--- src/hdl/ctd_pkg.sv ---
// Shared types, constants and a helper function for the chunked transfer decoder.
package ctd_pkg;

  // Default width of the chunk size and byte counters.
  localparam int SIZE_BITS_DEF = 32;

  // Byte and field widths.
  localparam int BYTE_W    = 8;
  localparam int LINE_W    = 8;
  localparam int CFG_IDX_W = 4;
  localparam int CFG_DAT_W = 8;
  localparam int STATUS_W  = 3;

  // Configuration register indexes.
  localparam logic [CFG_IDX_W-1:0] REG_HEADER_LIMIT = 4'd0;
  localparam logic [CFG_IDX_W-1:0] REG_EVEN_CHECK   = 4'd1;

  // Configuration reset values.
  localparam logic [LINE_W-1:0] HEADER_LIMIT_RST = 8'd100;
  localparam logic              EVEN_CHECK_RST   = 1'b1;

  // Line terminator characters.
  localparam logic [BYTE_W-1:0] CH_CR = 8'h0D;
  localparam logic [BYTE_W-1:0] CH_LF = 8'h0A;

  // Sticky decoder status codes.
  typedef enum logic [STATUS_W-1:0] {
    ST_BUSY  = 3'd0,
    ST_DONE  = 3'd1,
    ST_ODD   = 3'd2,
    ST_LONG  = 3'd3,
    ST_TERM  = 3'd4,
    ST_AFTER = 3'd5
  } ctd_status_t;

  // Configuration register contents.
  typedef struct packed {
    logic [LINE_W-1:0] header_limit;
    logic              even_check;
  } ctd_cfg_t;

  // One registered input byte on its way to the decoder.
  typedef struct packed {
    logic              vld;
    logic [BYTE_W-1:0] data;
  } ctd_item_t;

  // One decoded result.
  typedef struct packed {
    logic [BYTE_W-1:0] payload_byte;
    logic              payload_valid;
    logic              chunk_last;
    ctd_status_t       status;
  } ctd_result_t;

  // Hex digit decode result.
  typedef struct packed {
    logic       is_hex;
    logic [3:0] nib;
  } ctd_hex_t;

  // Decodes one ASCII hex digit, either case.
  function automatic ctd_hex_t hex_decode(input logic [BYTE_W-1:0] c);
    ctd_hex_t h;
    logic [BYTE_W-1:0] d;
    h.is_hex = 1'b0;
    h.nib    = 4'd0;
    d        = 8'd0;
    if (c >= 8'h30 && c <= 8'h39) begin
      d        = c - 8'h30;
      h.is_hex = 1'b1;
    end else if (c >= 8'h61 && c <= 8'h66) begin
      d        = c - 8'h57;
      h.is_hex = 1'b1;
    end else if (c >= 8'h41 && c <= 8'h46) begin
      d        = c - 8'h37;
      h.is_hex = 1'b1;
    end
    h.nib = d[3:0];
    return h;
  endfunction

endpackage

--- src/hdl/ctd_cfg_regs.sv ---
// Configuration register bank of the chunked transfer decoder.
module ctd_cfg_regs (
  input  logic                               clk,
  input  logic                               rst_n,
  input  logic                               cfg_valid,
  output logic                               cfg_ready,
  input  logic [ctd_pkg::CFG_IDX_W-1:0]      cfg_index,
  input  logic [ctd_pkg::CFG_DAT_W-1:0]      cfg_data,
  output ctd_pkg::ctd_cfg_t                  cfg
);
  import ctd_pkg::*;

  logic [LINE_W-1:0] header_limit_r;
  logic              even_check_r;

  // Writes are always taken.
  assign cfg_ready = 1'b1;

  // Register writes; unknown indexes are ignored.
  always_ff @(posedge clk) begin
    if (!rst_n) begin
      header_limit_r <= HEADER_LIMIT_RST;
      even_check_r   <= EVEN_CHECK_RST;
    end else if (cfg_valid && cfg_ready) begin
      unique case (cfg_index)
        REG_HEADER_LIMIT: header_limit_r <= cfg_data[LINE_W-1:0];
        REG_EVEN_CHECK:   even_check_r   <= cfg_data[0];
        default: ;
      endcase
    end
  end

  assign cfg.header_limit = header_limit_r;
  assign cfg.even_check   = even_check_r;

endmodule

--- src/hdl/ctd_in_stage.sv ---
// Input register stage of the chunked transfer decoder.
module ctd_in_stage (
  input  logic                           clk,
  input  logic                           rst_n,
  input  logic                           in_tvalid,
  output logic                           in_tready,
  input  logic [ctd_pkg::BYTE_W-1:0]     in_tdata,
  input  logic                           take,
  output ctd_pkg::ctd_item_t             item
);
  import ctd_pkg::*;

  logic              vld_r;
  logic [BYTE_W-1:0] data_r;

  // Space is free when the stage is empty or its byte leaves this cycle.
  assign in_tready = !vld_r || take;

  // Valid flag of the held byte.
  always_ff @(posedge clk) begin
    if (!rst_n) begin
      vld_r <= 1'b0;
    end else if (in_tready) begin
      vld_r <= in_tvalid;
    end
  end

  // Payload capture on each transfer.
  always_ff @(posedge clk) begin
    if (in_tvalid && in_tready) begin
      data_r <= in_tdata;
    end
  end

  assign item.vld  = vld_r;
  assign item.data = data_r;

endmodule

--- src/hdl/ctd_core.sv ---
// Decoder state, per-byte update logic and result register.
module ctd_core #(
  parameter int SIZE_BITS = ctd_pkg::SIZE_BITS_DEF
) (
  input  logic                   clk,
  input  logic                   rst_n,
  input  ctd_pkg::ctd_cfg_t      cfg,
  input  ctd_pkg::ctd_item_t     item,
  output logic                   take,
  output logic                   res_valid,
  input  logic                   res_ready,
  output ctd_pkg::ctd_result_t   res
);
  import ctd_pkg::*;

  typedef enum logic [2:0] {
    PH_LINE = 3'd0,
    PH_DATA = 3'd1,
    PH_CRLF = 3'd2,
    PH_END  = 3'd3,
    PH_DONE = 3'd4
  } phase_t;

  phase_t                phase_r, phase_nxt;
  logic [SIZE_BITS-1:0]  chunk_size_r, chunk_size_nxt;
  logic [SIZE_BITS-1:0]  bytes_done_r, bytes_done_nxt;
  logic [LINE_W-1:0]     line_count_r, line_count_nxt;
  logic                  digits_stopped_r, digits_stopped_nxt;
  logic                  saw_cr_r, saw_cr_nxt;
  ctd_status_t           sticky_r, sticky_nxt;

  logic                  out_v_r, out_v_nxt;
  ctd_result_t           res_r, res_nxt;

  logic [BYTE_W-1:0]     c;
  ctd_hex_t              hx;
  logic [SIZE_BITS-1:0]  bytes_inc;
  logic [SIZE_BITS-1:0]  size_dig;
  logic                  size_sat;
  logic [LINE_W-1:0]     lc_after_cr;
  logic [LINE_W-1:0]     lc_b;
  logic                  ds_b;
  logic                  cr_long;
  logic                  pv;
  logic                  pl;

  // A byte moves on when the result register is free or being emptied.
  assign take = item.vld && (!out_v_r || res_ready);

  // Shared terms of the byte update.
  assign c           = item.data;
  assign hx          = hex_decode(c);
  assign bytes_inc   = bytes_done_r + {{(SIZE_BITS-1){1'b0}}, 1'b1};
  assign size_sat    = |chunk_size_r[SIZE_BITS-1:SIZE_BITS-4];
  assign size_dig    = size_sat ? {SIZE_BITS{1'b1}} : {chunk_size_r[SIZE_BITS-5:0], hx.nib};
  assign lc_after_cr = line_count_r + 8'd1;
  assign cr_long     = line_count_r >= cfg.header_limit;
  // A held CR that turns out not to start CR LF is counted as a line byte first.
  assign lc_b        = saw_cr_r ? lc_after_cr : line_count_r;
  assign ds_b        = saw_cr_r ? 1'b1 : digits_stopped_r;

  // Next state for the byte being taken.
  always_comb begin
    phase_nxt          = phase_r;
    chunk_size_nxt     = chunk_size_r;
    bytes_done_nxt     = bytes_done_r;
    line_count_nxt     = line_count_r;
    digits_stopped_nxt = digits_stopped_r;
    saw_cr_nxt         = saw_cr_r;
    sticky_nxt         = sticky_r;
    pv                 = 1'b0;
    pl                 = 1'b0;
    if (take) begin
      if (sticky_r == ST_BUSY) begin
        unique case (phase_r)
          PH_LINE: begin
            if (saw_cr_r && c == CH_LF) begin
              // End of the size line.
              if (cfg.even_check && line_count_r[0]) begin
                sticky_nxt = ST_ODD;
              end else begin
                saw_cr_nxt = 1'b0;
                if (chunk_size_r == '0) begin
                  phase_nxt = PH_END;
                end else begin
                  phase_nxt      = PH_DATA;
                  bytes_done_nxt = '0;
                end
              end
            end else if (saw_cr_r && cr_long) begin
              saw_cr_nxt = 1'b0;
              sticky_nxt = ST_LONG;
            end else begin
              if (saw_cr_r) begin
                line_count_nxt     = lc_after_cr;
                digits_stopped_nxt = 1'b1;
                saw_cr_nxt         = 1'b0;
              end
              if (c == CH_CR) begin
                saw_cr_nxt = 1'b1;
              end else if (lc_b >= cfg.header_limit) begin
                sticky_nxt = ST_LONG;
              end else begin
                line_count_nxt     = lc_b + 8'd1;
                digits_stopped_nxt = ds_b || !hx.is_hex;
                if (!ds_b && hx.is_hex) begin
                  chunk_size_nxt = size_dig;
                end
              end
            end
          end
          PH_DATA: begin
            pv             = 1'b1;
            bytes_done_nxt = bytes_inc;
            if (bytes_inc == chunk_size_r) begin
              pl         = 1'b1;
              phase_nxt  = PH_CRLF;
              saw_cr_nxt = 1'b0;
            end
          end
          PH_CRLF, PH_END: begin
            if (!saw_cr_r) begin
              if (c == CH_CR) begin
                saw_cr_nxt = 1'b1;
              end else begin
                sticky_nxt = ST_TERM;
              end
            end else if (c == CH_LF) begin
              if (phase_r == PH_CRLF) begin
                phase_nxt          = PH_LINE;
                chunk_size_nxt     = '0;
                line_count_nxt     = '0;
                digits_stopped_nxt = 1'b0;
                saw_cr_nxt         = 1'b0;
              end else begin
                phase_nxt  = PH_DONE;
                saw_cr_nxt = 1'b0;
                sticky_nxt = ST_DONE;
              end
            end else begin
              sticky_nxt = ST_TERM;
            end
          end
          PH_DONE: begin
            sticky_nxt = ST_AFTER;
          end
          default: begin
            sticky_nxt = ST_AFTER;
          end
        endcase
      end else if (sticky_r == ST_DONE) begin
        sticky_nxt = ST_AFTER;
      end
    end
  end

  // Result register contents.
  always_comb begin
    out_v_nxt = out_v_r;
    res_nxt   = res_r;
    if (take) begin
      out_v_nxt             = 1'b1;
      res_nxt.payload_byte  = pv ? c : '0;
      res_nxt.payload_valid = pv;
      res_nxt.chunk_last    = pl;
      res_nxt.status        = sticky_nxt;
    end else if (res_ready) begin
      out_v_nxt = 1'b0;
    end
  end

  // Control state and result register.
  always_ff @(posedge clk) begin
    if (!rst_n) begin
      phase_r          <= PH_LINE;
      chunk_size_r     <= '0;
      bytes_done_r     <= '0;
      line_count_r     <= '0;
      digits_stopped_r <= 1'b0;
      saw_cr_r         <= 1'b0;
      sticky_r         <= ST_BUSY;
      out_v_r          <= 1'b0;
      res_r            <= '0;
    end else begin
      phase_r          <= phase_nxt;
      chunk_size_r     <= chunk_size_nxt;
      bytes_done_r     <= bytes_done_nxt;
      line_count_r     <= line_count_nxt;
      digits_stopped_r <= digits_stopped_nxt;
      saw_cr_r         <= saw_cr_nxt;
      sticky_r         <= sticky_nxt;
      out_v_r          <= out_v_nxt;
      res_r            <= res_nxt;
    end
  end

  assign res_valid = out_v_r;
  assign res       = res_r;

`ifndef NO_ASSERTIONS
  // An error status never changes once it is set.
  a_error_sticky: assert property (@(posedge clk) disable iff (!rst_n)
    (sticky_r == ST_ODD || sticky_r == ST_LONG || sticky_r == ST_TERM ||
     sticky_r == ST_AFTER) |=> sticky_r == $past(sticky_r))
    else $error("error status changed");

  // Payload phase is entered only with a nonzero chunk size.
  a_data_size: assert property (@(posedge clk) disable iff (!rst_n)
    phase_r == PH_DATA |-> chunk_size_r != '0)
    else $error("payload phase with zero chunk size");

  // Chunk end marks only ever sit on payload results.
  a_last_payload: assert property (@(posedge clk) disable iff (!rst_n)
    (out_v_r && res_r.chunk_last) |-> res_r.payload_valid)
    else $error("chunk end mark without payload");

  // Payload is only produced while the decoder is busy.
  a_payload_busy: assert property (@(posedge clk) disable iff (!rst_n)
    (out_v_r && res_r.payload_valid) |-> res_r.status == ST_BUSY)
    else $error("payload result with final status");
`endif

endmodule

--- src/hdl/chunked_transfer_decoder.sv ---
// Top level of the HTTP/1.1 chunked transfer decoder.
// Takes one body byte per transfer and returns one result per byte, one byte per clock
// sustained while out_tready stays high; each byte passes an input register, then the
// decoder state update and the result register, whose update of the chunk size and byte
// counters sets the rate. The status is sticky until reset. Configuration
// writes are taken at any time but are meant for idle periods; no clearing pass is needed.
module chunked_transfer_decoder #(
  parameter int SIZE_BITS = ctd_pkg::SIZE_BITS_DEF
) (
  input  logic                           clk,
  input  logic                           rst_n,
  input  logic                           in_tvalid,
  output logic                           in_tready,
  input  logic [7:0]                     in_tdata,   // [7:0] in_byte
  output logic                           out_tvalid,
  input  logic                           out_tready,
  output logic [15:0]                    out_tdata,  // [7:0] payload_byte, [10:8] status
  output logic                           out_tuser,  // [0] payload_valid
  output logic                           out_tlast,  // chunk_last
  input  logic                           cfg_valid,
  output logic                           cfg_ready,
  input  logic [ctd_pkg::CFG_IDX_W-1:0]  cfg_index,
  input  logic [ctd_pkg::CFG_DAT_W-1:0]  cfg_data
);
  import ctd_pkg::*;

  ctd_cfg_t    cfg;
  ctd_item_t   item;
  ctd_result_t res;
  logic        take;

  ctd_cfg_regs u_cfg (
    .clk       (clk),
    .rst_n     (rst_n),
    .cfg_valid (cfg_valid),
    .cfg_ready (cfg_ready),
    .cfg_index (cfg_index),
    .cfg_data  (cfg_data),
    .cfg       (cfg)
  );

  ctd_in_stage u_in (
    .clk       (clk),
    .rst_n     (rst_n),
    .in_tvalid (in_tvalid),
    .in_tready (in_tready),
    .in_tdata  (in_tdata),
    .take      (take),
    .item      (item)
  );

  ctd_core #(
    .SIZE_BITS (SIZE_BITS)
  ) u_core (
    .clk       (clk),
    .rst_n     (rst_n),
    .cfg       (cfg),
    .item      (item),
    .take      (take),
    .res_valid (out_tvalid),
    .res_ready (out_tready),
    .res       (res)
  );

  // Pack the result onto the output stream.
  assign out_tdata = {5'd0, res.status, res.payload_byte};
  assign out_tuser = res.payload_valid;
  assign out_tlast = res.chunk_last;

endmodule
--- config.mk ---
export PLATFORM = sky130hd
export DESIGN_NAME = chunked_transfer_decoder
export DESIGN_NICKNAME = d
export VERILOG_FILES = /design/src/hdl/ctd_pkg.sv /design/src/hdl/ctd_cfg_regs.sv /design/src/hdl/ctd_in_stage.sv /design/src/hdl/ctd_core.sv /design/src/hdl/chunked_transfer_decoder.sv
export SDC_FILE = /design/constraint.sdc
export NUM_CORES = 1
export LEC_CHECK = 0
export BUFFER_PORTS_ARGS = -buffer_cell sky130_fd_sc_hd__buf_4
export CAP_MARGIN = 20
export CORE_ASPECT_RATIO = 0.9
export CORE_MARGIN = 3
export CORE_UTILIZATION = 45
export CTS_CLUSTER_SIZE = 25
export DETAILED_ROUTE_END_ITERATION = 16
export GPL_TIMING_DRIVEN = 0
export PLACE_DENSITY = 0.61
export SYNTH_ARGS = -nofsm -noshare
export SYNTH_HDL_FRONTEND = slang
export SYNTH_HIERARCHICAL = 1
export SYNTH_SLANG_ARGS = --single-unit
--- constraint.sdc ---
create_clock -name clk -period 4.97 [get_ports clk]
set_input_delay 0.994 -clock clk [delete_from_list [all_inputs] [get_ports clk]]
set_output_delay 0.994 -clock clk [all_outputs]
set_load 0.01 [all_outputs]
==> results.sh <==
export IMPL_floorplan_io_pins=46
export IMPL_finalSetupViolations=0
export IMPL_cell_area_after_technology_mapping_um2=6920
export IMPL_worst_pin_slew_ns=0.818
export IMPL_clk_pin_slew_ns=0.08
export IMPL_drive_gt1_share_pct=13.5
export IMPL_grt_setup_unrepaired="false"
export IMPL_timing_critical_path_from_type="flip-flop"
export IMPL_dpl_hpwl_mm=14.7
export IMPL_powerDensity_nw_per_um2=239
export IMPL_post_synth_cell_area_avg_um2=8.34
export IMPL_synth_top_cell_area_share_pct=30.1
export IMPL_timing_rr_end="u_core/chunk_size_r[9]"
export IMPL_die_height_um=124
export IMPL_report_final_hold_viol_count=0
export IMPL_synth_ff_latch_count=112
export IMPL_cell_at_the_slowest_stage_of_the_critical_path="o311ai_1"
export IMPL_avgViaCountPerCell=5.91
export IMPL_r2r_start="u_core/line_count_r[0]"
export IMPL_endpoint_kind="flip-flop"
export IMPL_wl_per_cell_um=18.0
export IMPL_rrSetupSlack_ns=1.27
export IMPL_worst_ep_arrival_time_ns=3.94
export IMPL_tritoncts="yes"
export IMPL_async_s_r_ff_share_synth_pct=0
export IMPL_numCtsBuffers=9
export IMPL_critical_path_required_ns=5.20
export IMPL_synth_adder_area_share_pct=4.16
export IMPL_drtPass1Iterations=5
export IMPL_clock_latency_ns=0.37
export IMPL_synthesized_area_fraction_occupied_by_ao_oa_aoi_and_oai_cells_pct=21.1
export IMPL_ir_drop_uv=159
export IMPL_synthMuxAreaShare_pct=1.48
export IMPL_switchingPower_uw=460
export IMPL_die_width_um=137
export IMPL_port_buffers=39
export IMPL_finalCritPeriodShare_pct=74.5
export IMPL_r2r_worst_path_cells=15
export IMPL_synth_lib_cells_used_distinct=86
export IMPL_worstHoldPathCells=2
export IMPL_drv_cap=0
export IMPL_clock_tree_buffer_depth=2
export IMPL_min_delay_path_class="flip-flop to flip-flop"
export IMPL_pin_count_of_the_biggest_net_entering_global_routing=21
export IMPL_leakage_power_of_the_design_uw=0.00303
export IMPL_via_count=6428
export IMPL_syn2layout_area_growth_pct=12.8
export IMPL_cell_internal_pwr_uw=1410
export IMPL_setup_tns_ns=0
export IMPL_dr_first_iter_drc_count=514
export IMPL_parity_gate_share_of_the_synthesized_area_counting_xor_and_xnor_cells_pct=6.84
export IMPL_num_rows=42
export IMPL_netlist_instances=830
export IMPL_timing_hold_worst_start="u_core/res[4]"
export IMPL_timing_critical_path_slowest_cell_delay_ns=0.41
export IMPL_yosys_top_cells_area="dfxtp_1 (30%), nor2_1 (5.5%), xnor2_1 (4.3%), o2bb2ai_1 (4.2%), ha_1 (4.2%)"
export IMPL_floorplan_core_area_um2=14900
export IMPL_drc=0
export IMPL_num_fill_cells=1476
export IMPL_setup_ws_ns=1.27
export IMPL_number_of_enable_flip_flop_cells_after_synthesis=8
export IMPL_cts_root_buffer="clkbuf_16"
export IMPL_status="finished, final reports clean"
export IMPL_yosys_cell_count_top_type="dfxtp_1"
export IMPL_worst_clock_skew_ns=0.0104
export IMPL_yosys_top_cells_count="dfxtp_1 (104), nor2_1 (101), nand2_1 (54), a21oi_1 (47), o21ai_0 (35)"
export IMPL_timing_critical_path_buf_inv=3
export IMPL_holdPathEnd="u_core/res[4]"
export IMPL_worstSetupPathType="flip-flop to flip-flop"
export IMPL_yosys_area_share_simple_pct=26.5
export IMPL_seq_area_frac_synth_pct=33.6
export IMPL_clock_sinks=112
export IMPL_crit_fanout=10
export IMPL_grt_overflow_total=0
export IMPL_die_area_um2=16900
export IMPL_synth_top_family_by_area="simple AND/OR/NAND/NOR gates"
export IMPL_synthesis_yosys_warnings=6
export IMPL_cts_hold_buffers_added=0
export IMPL_comb_power_share_pct=6.9
export IMPL_postCtsSetupBuffers=0
export IMPL_grt_pass1_vias=6040
export IMPL_final_max_slew_violation_count=0
export IMPL_htreeDepth=3
export IMPL_gp_routability_congestion=0.930
export IMPL_maxSlewHeadroom_pct=45.5
export IMPL_family_with_the_most_delay_on_the_worst_path="compound AO/OA/AOI/OAI gates"
export IMPL_num_antenna_cells=0
export IMPL_fin_nets=932
export IMPL_postSynth_topFlopCell="dfxtp_1"
export IMPL_pwr_share_clk_pct=43.3
export IMPL_area_sequential_um2=2320
export IMPL_netlist_top_cell_by_area="dfxtp_1"
export IMPL_cp_cell_sequence="clkbuf_1, nand4_1, nor2_1, xnor2_1, inv_1, ha_1, a21o_1, a21o_1, a21oi_1, o21ai_0, o311ai_1, o2111a_1, nor2_1, buf_2, o2bb2ai_1"
export IMPL_post_cts_resized=0
export IMPL_antenna_violating_nets_left=0
export IMPL_antenna_violations_before_repair=0
export IMPL_track_usage_pct=23.8
export IMPL_initial_core_util_pct=46.5
export IMPL_post_place_ws_ns=1.34
export IMPL_max_freq_ghz=0.270
export IMPL_detail_route_wirelength_mm=19.5
export IMPL_netSwitchingFraction_pct=24.6
export IMPL_multi_input_area_um2=4180
export IMPL_grt_first_pass_wirelength_mm=31.7
export IMPL_p_seq_share_pct=49.8
export IMPL_final_min_clock_period_ns=3.70
worst max-delay path by stage:
stage / from / endpoint / slack (ns) / depth (start not counted)
after floorplan: u_core/line_count_r[0] / u_core/chunk_size_r[0] / 1.91 / 15
after global placement: u_core/line_count_r[0] / u_core/chunk_size_r[29] / 1.39 / 15
after detailed placement: u_core/line_count_r[0] / u_core/chunk_size_r[6] / 1.34 / 15
after CTS: u_core/line_count_r[0] / u_core/chunk_size_r[9] / 1.31 / 15
after global routing: u_core/line_count_r[0] / u_core/chunk_size_r[3] / 0.98 / 15
final: u_core/line_count_r[0] / u_core/chunk_size_r[9] / 1.27 / 15
cell type report:
cell class                      count  share of cell area, %
Buffer                             62                   3.91
Clock buffer                       10                   3.21
Clock inverter                      6                  0.994
Inverter                           34                   1.64
Multi-Input combinational cell    626                   53.6
Sequential cell                   112                   29.8
Tap cell                          198                   3.18
Timing Repair Buffer               39                   3.75
routing by layer:
metal  GRT usage, %  vias up  routed length [um]
met2           38.5      208                9000
met4           7.12        0                 430
met3           4.24       32                1080
met1           32.5     3068                9020
met5              0        -                   0
li1               -     3120                   -
state kept, by name, indices dropped and copies added (netlist names):
name	flops
u_core/bytes_done_r	32
u_core/chunk_size_r	32
u_core/res	13
u_cfg/header_limit_r	8
u_core/line_count_r	8
u_in/data_r	8
u_core/phase_r	3
u_core/sticky_r	3
u_cfg/even_check_r	1
u_core/digits_stopped_r	1
u_core/res_valid	1
u_core/saw_cr_r	1
u_in/vld_r	1
layout by cell type (no fill, tap or decap), types with 11 or more instances in the layout:
cell type,n
clkbuf_1,29
a21o_1,11
ha_1,23
nand3_1,24
o2bb2ai_1,33
buf_4,49
o21ai_0,35
inv_1,32
dfxtp_1,104
xnor2_1,34
nand3b_1,13
a31oi_1,14
a22oi_1,15
buf_2,22
nor3_1,18
a21oi_1,47
nand4_1,26
nor2_1,101
nor4_1,13
nand2_1,54
xor2_1,20
power groups by stage:
stage                     clock network [uW]  logic, uW  registers [uW]
after floorplan                            0       81.5             950
after global routing                     860        143             933
final                                    808        128             930
after detailed placement                   0        127             952
after global placement                     0        123             951
after CTS                                826        127             931
stage by stage:
stage	utilization, %	instance area, um2	cells	hold slack, ns	power, uW
final	52.5	7800	1087	0.465	1870
after floorplan	-	6930	834	0.431	1030
after detailed placement	50.3	7470	1071	0.459	1080
after global placement	50.3	7470	1071	0.449	1070
after global routing	52.5	7800	1087	0.496	1940
after CTS	52.5	7800	1087	0.470	1880
cells by family (layout without fill, tap and decap cells):
group	Yosys count	in the layout
AOI/OAI and AO/OA	209	209
xor gates and xnor gates	54	54
adders and majority gates	23	23
buffers and inverters	96	151
DFF	112	112
muxes	10	10
other	2	6
and+or+nand+nor	324	324
worst min-delay path: cells and delay by family, from the launching register on:
family,cells,cell delay [ns]
flops,1,0.31
compound gates,1,0.06
simple gates,1,0.05
(Power assumes the default switching activity.)
